`src/rtl/uule_pkg.sv`:
```
`timescale 1ns / 1ps

package uule_pkg;

   localparam int BPL_W = 6;
   localparam logic [BPL_W-1:0] BPL_RESET = 6'd45;
   localparam int CSR_ADDR_W = 3;
   localparam int CSR_DATA_W = 32;
   localparam logic REG_BYTES_PER_LINE = 1'b0;

   localparam logic [7:0] CHAR_BIAS = 8'h20;
   localparam logic [7:0] NEWLINE_CHAR = 8'h0A;

   typedef struct packed {
      logic [7:0] data_byte;
      logic       end_of_data;
   } req_payload_type;

   typedef struct packed {
      logic [7:0] out_char;
      logic       run_last;
   } rsp_payload_type;

   typedef enum logic [2:0] {
      ST_IDLE,
      ST_HEAD,
      ST_READ,
      ST_CHAR,
      ST_NEWL
   } state_type;

endpackage

```
`src/rtl/uuencode_line_encoder.sv`:
```
`timescale 1ns / 1ps

// uuencode line encoder.
// req channel: one raw byte per item plus an end-of-data flag. Bytes are
// written into the line memory; an item that fills the line to
// bytes_per_line, or that carries end_of_data, starts output of the line.
// rsp channel: one character per item: the length character, four
// characters per three bytes, then a newline with run_last set.
// Input bytes are taken one per cycle while no line is being output
// (req_ready is low from the closing byte until the newline is registered).
// After the closing byte, ST_HEAD loads the length character into the output register when it is free.
// Each group of three bytes is read from the line memory in ST_READ (single read
// port, registered read data), then put out as four characters in ST_CHAR.
// Reset clears the fill count and control state and sets bytes_per_line to
// 45; the line memory is not cleared. When the receiver stalls, the output
// register holds its character and the sequencer waits.
// bytes_per_line is written over the csr APB port at addresses 0 to 3 (paddr[2] low).
module uuencode_line_encoder #(
   parameter int MAX_LINE_BYTES = 45
) (
   input  logic                              clock,
   input  logic                              reset,
   input  logic                              req_valid,
   output logic                              req_ready,
   input  uule_pkg::req_payload_type         req_payload,
   output logic                              rsp_valid,
   input  logic                              rsp_ready,
   output uule_pkg::rsp_payload_type         rsp_payload,
   input  logic                              csr_psel,
   input  logic                              csr_penable,
   input  logic                              csr_pwrite,
   input  logic [uule_pkg::CSR_ADDR_W-1:0]   csr_paddr,
   input  logic [uule_pkg::CSR_DATA_W-1:0]   csr_pwdata,
   output logic [uule_pkg::CSR_DATA_W-1:0]   csr_prdata,
   output logic                              csr_pready
);

   localparam int CNT_W  = $clog2(MAX_LINE_BYTES + 1);
   localparam int ADDR_W = $clog2(MAX_LINE_BYTES);
   localparam int POS_W  = CNT_W + 2;
   localparam logic [uule_pkg::BPL_W-1:0] MAX_BPL = uule_pkg::BPL_W'(MAX_LINE_BYTES);

   logic [7:0] line_mem [MAX_LINE_BYTES];

   uule_pkg::state_type state_ff, state_in;
   logic [CNT_W-1:0]    fill_ff;
   logic [CNT_W-1:0]    count_ff;
   logic [POS_W-1:0]    base_ff;
   logic [1:0]          rd_idx_ff;
   logic [1:0]          char_idx_ff;
   logic [23:0]         grp_ff;
   logic [7:0]          rd_data_ff;
   logic                rd_live_ff;
   logic                rsp_valid_ff;
   uule_pkg::rsp_payload_type rsp_payload_ff, rsp_payload_in;
   logic [uule_pkg::BPL_W-1:0] bpl_ff;

   logic                req_fire;
   logic                out_slot;
   logic                rsp_load;
   logic                fill_room;
   logic [CNT_W-1:0]    fill_next;
   logic [uule_pkg::BPL_W-1:0] line_lim;
   logic                line_done;
   logic [POS_W-1:0]    rd_pos;
   logic                rd_hit;
   logic [7:0]          rd_byte;
   logic [5:0]          sextet;
   logic [POS_W-1:0]    base_next;
   logic                csr_wr;

   assign csr_pready = 1'b1;
   assign csr_wr = csr_psel && csr_penable && csr_pwrite
                   && (csr_paddr[2] == uule_pkg::REG_BYTES_PER_LINE);
   assign csr_prdata = (csr_paddr[2] == uule_pkg::REG_BYTES_PER_LINE)
                       ? {{(uule_pkg::CSR_DATA_W-uule_pkg::BPL_W){1'b0}}, bpl_ff}
                       : '0;

   assign req_ready = (state_ff == uule_pkg::ST_IDLE);
   assign req_fire  = req_valid && req_ready;
   assign out_slot  = !rsp_valid_ff || rsp_ready;
   assign rsp_valid   = rsp_valid_ff;
   assign rsp_payload = rsp_payload_ff;

   assign fill_room = (fill_ff < CNT_W'(MAX_LINE_BYTES));
   assign fill_next = fill_room ? fill_ff + CNT_W'(1) : fill_ff;

   always_comb begin
      if (bpl_ff == '0) begin
         line_lim = uule_pkg::BPL_W'(1);
      end else if (bpl_ff > MAX_BPL) begin
         line_lim = MAX_BPL;
      end else begin
         line_lim = bpl_ff;
      end
   end

   assign line_done = req_payload.end_of_data
                      || (uule_pkg::BPL_W'(fill_next) >= line_lim);

   assign rd_pos  = base_ff + POS_W'(rd_idx_ff);
   assign rd_byte = rd_live_ff ? rd_data_ff : 8'h00;
   assign base_next = base_ff + POS_W'(3);

   always_comb begin
      case (char_idx_ff)
         2'd0:    sextet = grp_ff[23:18];
         2'd1:    sextet = grp_ff[17:12];
         2'd2:    sextet = grp_ff[11:6];
         default: sextet = grp_ff[5:0];
      endcase
   end

   // next state
   always_comb begin
      state_in = state_ff;
      case (state_ff)
         uule_pkg::ST_IDLE: begin
            if (req_fire && line_done) state_in = uule_pkg::ST_HEAD;
         end
         uule_pkg::ST_HEAD: begin
            if (out_slot) state_in = uule_pkg::ST_READ;
         end
         uule_pkg::ST_READ: begin
            if (rd_idx_ff == 2'd3) state_in = uule_pkg::ST_CHAR;
         end
         uule_pkg::ST_CHAR: begin
            if (out_slot && char_idx_ff == 2'd3) begin
               state_in = (base_next < POS_W'(count_ff)) ? uule_pkg::ST_READ
                                                         : uule_pkg::ST_NEWL;
            end
         end
         uule_pkg::ST_NEWL: begin
            if (out_slot) state_in = uule_pkg::ST_IDLE;
         end
         default: state_in = uule_pkg::ST_IDLE;
      endcase
   end

   // outputs
   always_comb begin
      rsp_load       = 1'b0;
      rsp_payload_in = '0;
      rd_hit         = 1'b0;
      case (state_ff)
         uule_pkg::ST_HEAD: begin
            rsp_load = out_slot;
            rsp_payload_in.out_char = uule_pkg::CHAR_BIAS + 8'(count_ff);
         end
         uule_pkg::ST_READ: begin
            rd_hit = (rd_idx_ff != 2'd3) && (rd_pos < POS_W'(count_ff));
         end
         uule_pkg::ST_CHAR: begin
            rsp_load = out_slot;
            rsp_payload_in.out_char = uule_pkg::CHAR_BIAS + {2'b00, sextet};
         end
         uule_pkg::ST_NEWL: begin
            rsp_load = out_slot;
            rsp_payload_in.out_char = uule_pkg::NEWLINE_CHAR;
            rsp_payload_in.run_last = 1'b1;
         end
         default: begin
            rsp_load = 1'b0;
         end
      endcase
   end

   // line memory; reads start only after the closing byte is written
   always_ff @(posedge clock) begin
      if (req_fire && fill_room) begin
         line_mem[fill_ff[ADDR_W-1:0]] <= req_payload.data_byte;
      end
      if (rd_hit) begin
         rd_data_ff <= line_mem[rd_pos[ADDR_W-1:0]];
      end
   end

   always_ff @(posedge clock) begin
      if (reset) begin
         state_ff     <= uule_pkg::ST_IDLE;
         fill_ff      <= '0;
         rsp_valid_ff <= 1'b0;
         bpl_ff       <= uule_pkg::BPL_RESET;
         rd_idx_ff    <= '0;
         char_idx_ff  <= '0;
         base_ff      <= '0;
      end else begin
         state_ff <= state_in;
         if (csr_wr) bpl_ff <= csr_pwdata[uule_pkg::BPL_W-1:0];
         if (req_fire) fill_ff <= line_done ? '0 : fill_next;
         if (rsp_load) begin
            rsp_valid_ff <= 1'b1;
         end else if (rsp_ready) begin
            rsp_valid_ff <= 1'b0;
         end
         case (state_ff)
            uule_pkg::ST_HEAD: begin
               base_ff     <= '0;
               rd_idx_ff   <= '0;
               char_idx_ff <= '0;
            end
            uule_pkg::ST_READ: begin
               rd_idx_ff <= rd_idx_ff + 2'd1;
            end
            uule_pkg::ST_CHAR: begin
               if (out_slot) begin
                  char_idx_ff <= char_idx_ff + 2'd1;
                  if (char_idx_ff == 2'd3) begin
                     base_ff   <= base_next;
                     rd_idx_ff <= '0;
                  end
               end
            end
            default: begin
               rd_idx_ff <= rd_idx_ff;
            end
         endcase
      end
   end

   always_ff @(posedge clock) begin
      if (req_fire && line_done) count_ff <= fill_next;
      if (state_ff == uule_pkg::ST_READ) begin
         rd_live_ff <= rd_hit;
         if (rd_idx_ff != 2'd0) grp_ff <= {grp_ff[15:0], rd_byte};
      end
      if (rsp_load) rsp_payload_ff <= rsp_payload_in;
   end

   a_fill_bound: assert property (@(posedge clock) disable iff (reset)
      fill_ff <= CNT_W'(MAX_LINE_BYTES))
      else $error("fill count beyond line memory");

   a_fill_clear_busy: assert property (@(posedge clock) disable iff (reset)
      (state_ff != uule_pkg::ST_IDLE) |-> (fill_ff == '0))
      else $error("fill count not cleared while line is output");

   a_count_nonzero: assert property (@(posedge clock) disable iff (reset)
      (state_ff == uule_pkg::ST_HEAD) |-> (count_ff != '0))
      else $error("empty line started");

   a_read_in_range: assert property (@(posedge clock) disable iff (reset)
      rd_hit |-> (rd_pos < POS_W'(MAX_LINE_BYTES)))
      else $error("line memory read out of range");

   a_newline_last: assert property (@(posedge clock) disable iff (reset)
      (rsp_load && state_ff == uule_pkg::ST_NEWL) |=> (state_ff == uule_pkg::ST_IDLE))
      else $error("newline not followed by idle");

endmodule

```
`config.mk`:
```
export PLATFORM = sky130hd
export DESIGN_NAME = uuencode_line_encoder
export DESIGN_NICKNAME = d
export VERILOG_FILES = /design/src/rtl/uule_pkg.sv /design/src/rtl/uuencode_line_encoder.sv
export SDC_FILE = /design/constraint.sdc
export NUM_CORES = 1
export LEC_CHECK = 0
export BUFFER_PORTS_ARGS = -buffer_cell sky130_fd_sc_hd__buf_2
export CORE_ASPECT_RATIO = 0.9
export CORE_UTILIZATION = 40
export CTS_CLUSTER_DIAMETER = 50
export DETAILED_ROUTE_END_ITERATION = 16
export HOLD_SLACK_MARGIN = 0.15
export PLACE_DENSITY_LB_ADDON = 0.1
export SETUP_SLACK_MARGIN = 0.05
export SLEW_MARGIN = 5
export SYNTH_ARGS = -nofsm -noshare
export SYNTH_HDL_FRONTEND = slang
export SYNTH_SLANG_ARGS = --single-unit
export TNS_END_PERCENT = 10
```
`constraint.sdc`:
```
create_clock -name clock -period 3.4 [get_ports clock]
set_clock_uncertainty 0.05 [all_clocks]
set_input_delay 0.34 -clock clock [delete_from_list [all_inputs] [get_ports clock]]
set_output_delay 0.34 -clock clock [all_outputs]
set_load 0.1 [all_outputs]
```
==> flow_metrics.env, run 1 <==
export IMPL_status="completed"
export IMPL_rows=73
export IMPL_cts_tree="yes"
export IMPL_path_cells="ha_4, fa_4, buf_12, ha_1, a21o_1, a21o_1, a21o_1, a21o_1, a21oi_1, buf_4"
export IMPL_ys_seq_area_frac=0.7134
export IMPL_grt_max_degree=46
export IMPL_fin_hold_ws_ns=0.2398
export IMPL_crit_buf_inv=2
export IMPL_io_pins=95
export IMPL_dr_total_vias=9026
export IMPL_critPathArrivalTime_ns=3.44
export IMPL_die_y_um=202.8
export IMPL_p_leak_nw=6.907
export IMPL_period_share=0.9428
export IMPL_dieArea_sq_um=45640
export IMPL_synth_edf_count=407
export IMPL_layout_cells_non_filler=1745
export IMPL_wl_per_cell_um=22.86
export IMPL_synthArstFlopShare=0
export IMPL_initial_utilization=0.4053
export IMPL_cap_viol_max_count=0
export IMPL_max_freq_ghz=0.3120
export IMPL_dr_pass1_iters=5
export IMPL_gp_congestion=0.7602
export IMPL_p_per_area_nw_per_um2=555.8
export IMPL_seqCellArea_sq_um=12780
export IMPL_multi_input_area_sq_um=4735
export IMPL_syn_area_per_cell_sq_um=18.15
export IMPL_drt_iter0_markers=658
export IMPL_synth_ff_type="edfxtp_1"
export IMPL_grt_use_total=0.1821
export IMPL_worstRegToRegCells=10
export IMPL_drive_gt1_frac=0.2646
export IMPL_required_ns=3.63
export IMPL_grt_pass1_vias=9317
export IMPL_hold_class="in2reg"
export IMPL_cts_root_buf="clkbuf_16"
export IMPL_clock_sinks=435
export IMPL_grt_overflow=0
export IMPL_critPathMaxFanout=21
export IMPL_slowest_delay_ns=0.79
export IMPL_vias_per_cell=5.172
export IMPL_hold_viol_final=0
export IMPL_core_area_sq_um=44210
export IMPL_synthDistinctLibCells=53
export IMPL_r2r_end="rd_data_ff[5]"
export IMPL_peakVddDrop_mv=0.3370
export IMPL_finalSetupViolCount=0
export IMPL_critPathTopFamily="adder cells"
export IMPL_total_power_mw=11.53
export IMPL_dieWidth_um=225.1
export IMPL_startpoint="base_ff[0]"
export IMPL_ant_nets=0
export IMPL_fin_crit_ns=3.205
export IMPL_syn2layout_area_growth_pct=15.75
export IMPL_yosysWarnings=0
export IMPL_h_tree_depth=2
export IMPL_pre_cts_ws_ns=0.1706
export IMPL_drc_errors=0
export IMPL_worst_pin_slew_ns=0.9371
export IMPL_whs_endpoint="fill_ff[1]"
export IMPL_hp_start="reset"
export IMPL_port_buffers=38
export IMPL_slowest_stage="fa_4"
export IMPL_whs_path_depth=2
export IMPL_crit_type="reg2reg"
export IMPL_synth_seq_cells=435
export IMPL_clk_pin_slew_ns=0.06
export IMPL_syn_area_sq_um=17920
export IMPL_path_depth=10
export IMPL_numCtsBuffers=48
export IMPL_post_cts_buffers=0
export IMPL_path_common_cell="a21o_1"
export IMPL_fin_nets=1190
export IMPL_final_max_slew_viol_count=0
export IMPL_grt_pass1_wl_um=60510
export IMPL_rsz0062_at_grt="false"
export IMPL_timing_rr_start="base_ff[0]"
export IMPL_wl_um=39890
export IMPL_syn_inst=987
export IMPL_cp_end_kind="flop"
export IMPL_setup_ws_ns=0.1945
export IMPL_numPlacedInstances=1655
export IMPL_n_antenna_cell=0
export IMPL_r2r_setup_slack_ns=0.19
export IMPL_tns_ns=0
export IMPL_dp_hpwl_um=25430
export IMPL_insertion_delay_ns=0.58
export IMPL_slew_limit_headroom=0.3753
export IMPL_antenna_found_initial=0
export IMPL_num_fill_cells=3828
export IMPL_worst_setup_path_start_kind="flop"
export IMPL_cts_buffer_depth=3
==> worst reg2reg max path: stages (launching register included) <==
cell and delay [ns]:
dfxtp_1 0.38, ha_4 0.20, fa_4 0.79, buf_12 0.20
ha_1 0.26, a21o_1 0.16, a21o_1 0.18, a21o_1 0.17
a21o_1 0.17, a21oi_1 0.14, buf_4 0.20
==> cell usage in the layout (no fill, tap or decap), types with 6 or more instances in the layout <==
| cell type | n |
|---|---|
| mux4_2 | 112 |
| a22oi_1 | 8 |
| nor2b_1 | 8 |
| ha_1 | 26 |
| a222oi_1 | 6 |
| nand2b_1 | 7 |
| dlygate4sd3_1 | 6 |
| nand3_1 | 9 |
| buf_2 | 38 |
| and2_1 | 11 |
| inv_1 | 24 |
| xnor2_1 | 8 |
| dfxtp_1 | 28 |
| conb_1 | 28 |
| nand2_1 | 45 |
| buf_12 | 7 |
| a31oi_1 | 10 |
| a21oi_1 | 20 |
| mux2i_1 | 7 |
| clkinv_1 | 9 |
| buf_4 | 70 |
| clkbuf_16 | 49 |
| clkinv_2 | 8 |
| o21ai_0 | 18 |
| edfxtp_1 | 407 |
| clkbuf_1 | 9 |
| a21o_1 | 11 |
| nor2_1 | 93 |
==> worst max path at each step <==
stage | end
floorplan | rd_data_ff[0]
global placement | rd_data_ff[6]
detailed placement | rd_data_ff[6]
CTS | count_ff[0]
global route | fill_ff[0]
finish | rd_data_ff[5]
==> flip-flops by register name, summed over array words and instances (netlist names) <==
signal	flops
base_ff	8
bpl_ff	6
char_idx_ff	2
count_ff	6
fill_ff	6
grp_ff	24
line_mem	360
rd_data_ff	8
rd_idx_ff	2
rd_live_ff	1
rsp_payload	8
rsp_valid	1
state_ff	3
==> area by class of cell <==
class,instances,share of cell area
sequential,435,0.6163
multi-input combinational,479,0.2283
clock buffer,59,0.06141
timing repair buffer,121,0.04416
tap,600,0.03620
clock inverter,25,0.008929
inverter,26,0.004706
==> report_power, final <==
group          internal [mW]  total (mW)  leakage, nW  switching (mW)
logic                  0.243       0.781         2.30           0.539
registers               5.90        5.92         3.90          0.0207
clock network           2.75        4.83        0.711            2.08
==> synth_stat cells (4+ instances only) <==
cell | instances | area share
nand2b_1 | 7 | 0.0024
buf_2 | 12 | 0.0034
a22oi_1 | 8 | 0.0034
a31oi_1 | 10 | 0.0035
nor2b_1 | 8 | 0.0028
dfxtp_1 | 28 | 0.031
o21ai_0 | 18 | 0.0050
edfxtp_1 | 407 | 0.68
nor3_1 | 5 | 0.0014
ha_1 | 27 | 0.019
nand3_1 | 9 | 0.0025
nand4_1 | 5 | 0.0017
mux4_2 | 112 | 0.14
a211o_1 | 5 | 0.0024
xnor2_1 | 8 | 0.0039
inv_1 | 24 | 0.0050
or3_1 | 5 | 0.0017
nor2_1 | 94 | 0.020
xor2_1 | 4 | 0.0020
buf_4 | 29 | 0.012
buf_6 | 6 | 0.0038
and2_1 | 11 | 0.0038
a21oi_1 | 20 | 0.0056
clkbuf_1 | 23 | 0.0048
a222oi_1 | 6 | 0.0034
a21o_1 | 11 | 0.0046
mux2i_1 | 7 | 0.0039
nand2_1 | 45 | 0.0094
==> metal layers <==
metal,global-route usage,wire (um),vias to the layer above
met5,0,0,-
met4,0.05369,867,0
met3,0.03155,1981,60
met2,0.2734,18170,214
met1,0.2720,18870,4635
li1,-,-,4117
==> cell families (layout without fill, tap and decap cells) <==
| family | count (synthesis) | count (layout) | share of synthesized area |
|---|---|---|---|
| other | 2 | 28 | 0.0004192 |
| flip-flops | 435 | 435 | 0.7134 |
| AO/OA/AOI/OAI | 90 | 90 | 0.03275 |
| adder cells (fa/ha/maj) | 28 | 28 | 0.01997 |
| XOR/XNOR | 14 | 14 | 0.008310 |
| AND/OR/NAND/NOR | 200 | 200 | 0.05021 |
| multiplexers | 119 | 119 | 0.1447 |
| buffers and inverters | 99 | 231 | 0.03024 |
==> repair_timing <==
| item | 4_1_cts | 5_1_grt |
|---|---|---|
| endpoints found under the hold margin | 6 | 0 |
| setup endpoints to repair | 0 | 13 |
| gates resized for setup | 0 | 1 |
| hold buffers | 6 | 0 |
==> per-stage QoR <==
stage	cell area, sq um	utilization
after floorplan	18020	-
after global placement	19220	0.4347
after detailed placement	19220	0.4347
after CTS	20740	0.4691
after global routing	20740	0.4692
final	20740	0.4692
No activity file was read; power rests on OpenSTA's default activity.
==> run 2, diff against run 1 <==
GPL_TIMING_DRIVEN = 0   (was default)
==> run 2 against run 1 <==
Global-route usage grew 0.21 points. Routed wire length rose by 2.8%. Maximum frequency down 2.3%. Clock power is essentially flat. Setup slack worse by 0.076 ns. Utilization shrank 0.17 points. Hold slack better by 0.0067 ns. Final cell count increased by 0.17%. Largest cell class unchanged. Register-to-register slack worse by 0.08 ns.
==> flow_metrics.env, run 2 (synthesis results as in run 1) <==
export IMPL_status="completed"
export IMPL_numPlacedInstances=1652
export IMPL_critPathArrivalTime_ns=3.53
export IMPL_wl_per_cell_um=23.45
export IMPL_dieWidth_um=225.1
export IMPL_final_max_slew_viol_count=0
export IMPL_peakVddDrop_mv=0.4136
export IMPL_port_buffers=38
export IMPL_internal_power_mw=8.879
export IMPL_r2r_end="rd_data_ff[0]"
export IMPL_initial_utilization=0.4053
export IMPL_final_cell_mix="407 x edfxtp_1, 112 x mux4_2, 91 x nor2_1, 51 x buf_2, 49 x clkbuf_16"
export IMPL_multi_input_area_sq_um=4790
export IMPL_cts_tree="yes"
export IMPL_core_area_sq_um=44210
export IMPL_cts_root_buf="clkbuf_16"
export IMPL_worstRegToRegCells=8
export IMPL_tns_ns=0
export IMPL_insertion_delay_ns=0.59
export IMPL_io_pins=95
export IMPL_wl_um=40990
export IMPL_n_antenna_cell=0
export IMPL_slew_limit_headroom=0.3374
export IMPL_antenna_found_initial=0
export IMPL_grt_overflow=0
export IMPL_grt_use_total=0.1842
export IMPL_rows=73
export IMPL_drc_errors=0
export IMPL_fin_nets=1196
export IMPL_largest_reg_flops=360
export IMPL_whs_path_depth=5
export IMPL_r2r_setup_slack_ns=0.12
export IMPL_dr_total_vias=9111
export IMPL_fin_area_sq_um=20670
export IMPL_fin_util=0.4675
export IMPL_setup_ws_ns=0.1186
export IMPL_rsz0062_at_grt="true"
export IMPL_gp_congestion=0.8114
export IMPL_vias_per_cell=5.212
export IMPL_die_y_um=202.8
export IMPL_timing_rr_start="base_ff[0]"
export IMPL_hp_start="rsp_ready"
export IMPL_fin_crit_ns=3.281
export IMPL_layout_cells_non_filler=1748
export IMPL_worst_setup_path_start_kind="flop"
export IMPL_whs_endpoint="char_idx_ff[1]"
export IMPL_p_leak_nw=6.840
export IMPL_final_common_cell="edfxtp_1"
export IMPL_placed_area_sq_um=18980
export IMPL_p_clk_frac=0.417
export IMPL_seqCellArea_sq_um=12780
export IMPL_worst_pin_slew_ns=0.9939
export IMPL_pre_cts_ws_ns=-0.5323
export IMPL_cts_buffer_depth=3
export IMPL_dieArea_sq_um=45640
export IMPL_clk_pin_slew_ns=0.06
export IMPL_required_ns=3.65
export IMPL_h_tree_depth=2
export IMPL_grt_pass1_vias=9058
export IMPL_grt_pass1_wl_um=60430
export IMPL_numCtsBuffers=49
export IMPL_num_fill_cells=3835
export IMPL_crit_type="reg2reg"
export IMPL_max_freq_ghz=0.3047
export IMPL_clock_sinks=435
export IMPL_finalSetupViolCount=0
export IMPL_period_share=0.9651
export IMPL_p_seq_frac=0.512
export IMPL_p_per_area_nw_per_um2=558.7
export IMPL_cp_end_kind="flop"
export IMPL_comb_power_share=0.071
export IMPL_drive_gt1_frac=0.2570
export IMPL_hold_viol_final=0
export IMPL_syn2layout_area_growth_pct=15.34
export IMPL_swShare=0.2310
export IMPL_ant_nets=0
export IMPL_hold_class="in2reg"
export IMPL_dp_hpwl_um=26470
export IMPL_cap_viol_max_count=0
export IMPL_grt_max_degree=46
export IMPL_drt_iter0_markers=630
export IMPL_critPathMaxFanout=10
export IMPL_dr_pass1_iters=5
export IMPL_p_sw_mw=2.668
## run 2: cell type report
cell class	instances	share of cell area
Clock buffer	61	0.06151
Multi-Input combinational cell	479	0.2318
Sequential cell	435	0.6185
Timing Repair Buffer	53	0.01598
Tap cell	600	0.03633
Clock inverter	21	0.008355
Buffer	73	0.02246
Inverter	26	0.005086
## run 2: what timing repair did
action                     in CTS  in global routing
setup endpoints to repair      30                 38
hold endpoints to repair        9                  0
pin swaps                       1                  2
resized for setup              18                 16
setup buffers                   1                  5
hold buffers                    8                  0
## run 2: worst max-delay path by stage
stage	from	end	slack [ns]	cells after the start
after floorplan	base_ff[0]	rd_data_ff[0]	0.06	10
after global placement	base_ff[0]	rd_data_ff[0]	-0.54	10
after detailed placement	base_ff[0]	rd_data_ff[4]	-0.53	10
after CTS	fill_ff[0]	fill_ff[0]	0.005	13
after global routing	base_ff[0]	rd_data_ff[4]	0.03	9
final	base_ff[0]	rd_data_ff[0]	0.12	8
## run 2: worst max-delay path: stages, from the launching register on
cell	delay, ns
dfxtp_1	0.36
ha_1	0.24
fa_1	0.51
buf_2	0.24
buf_2	0.38
mux4_2	0.41
mux4_2	0.54
nand2_1	0.12
a31oi_1	0.13
## run 2: metrics by stage
step | hold slack [ns] | power (mW)
final | 0.2465 | 11.55
after global routing | 0.2773 | 11.94
after global placement | 0.3832 | 6.838
after CTS | 0.2316 | 11.68
after floorplan | 0.3760 | 6.592
after detailed placement | 0.3891 | 6.844
## run 2: power by group through the flow
| stage | Combinational (mW) | Sequential, mW | Clock [mW] |
|---|---|---|---|
| after detailed placement | 0.817 | 6.03 | 0 |
| after CTS | 0.828 | 5.91 | 4.94 |
| final | 0.820 | 5.91 | 4.81 |
| after global routing | 0.871 | 5.92 | 5.15 |
| after global placement | 0.812 | 6.03 | 0 |
| after floorplan | 0.529 | 6.06 | 0 |
## run 2: routing by layer
layer  vias up  part of all wire  global-route usage
li1       4121                 -                   -
met1      4727              0.47              0.2694
met2       210              0.47              0.2835
met3        53             0.042             0.02981
met4         0             0.020             0.05637
met5         -                 0                   0
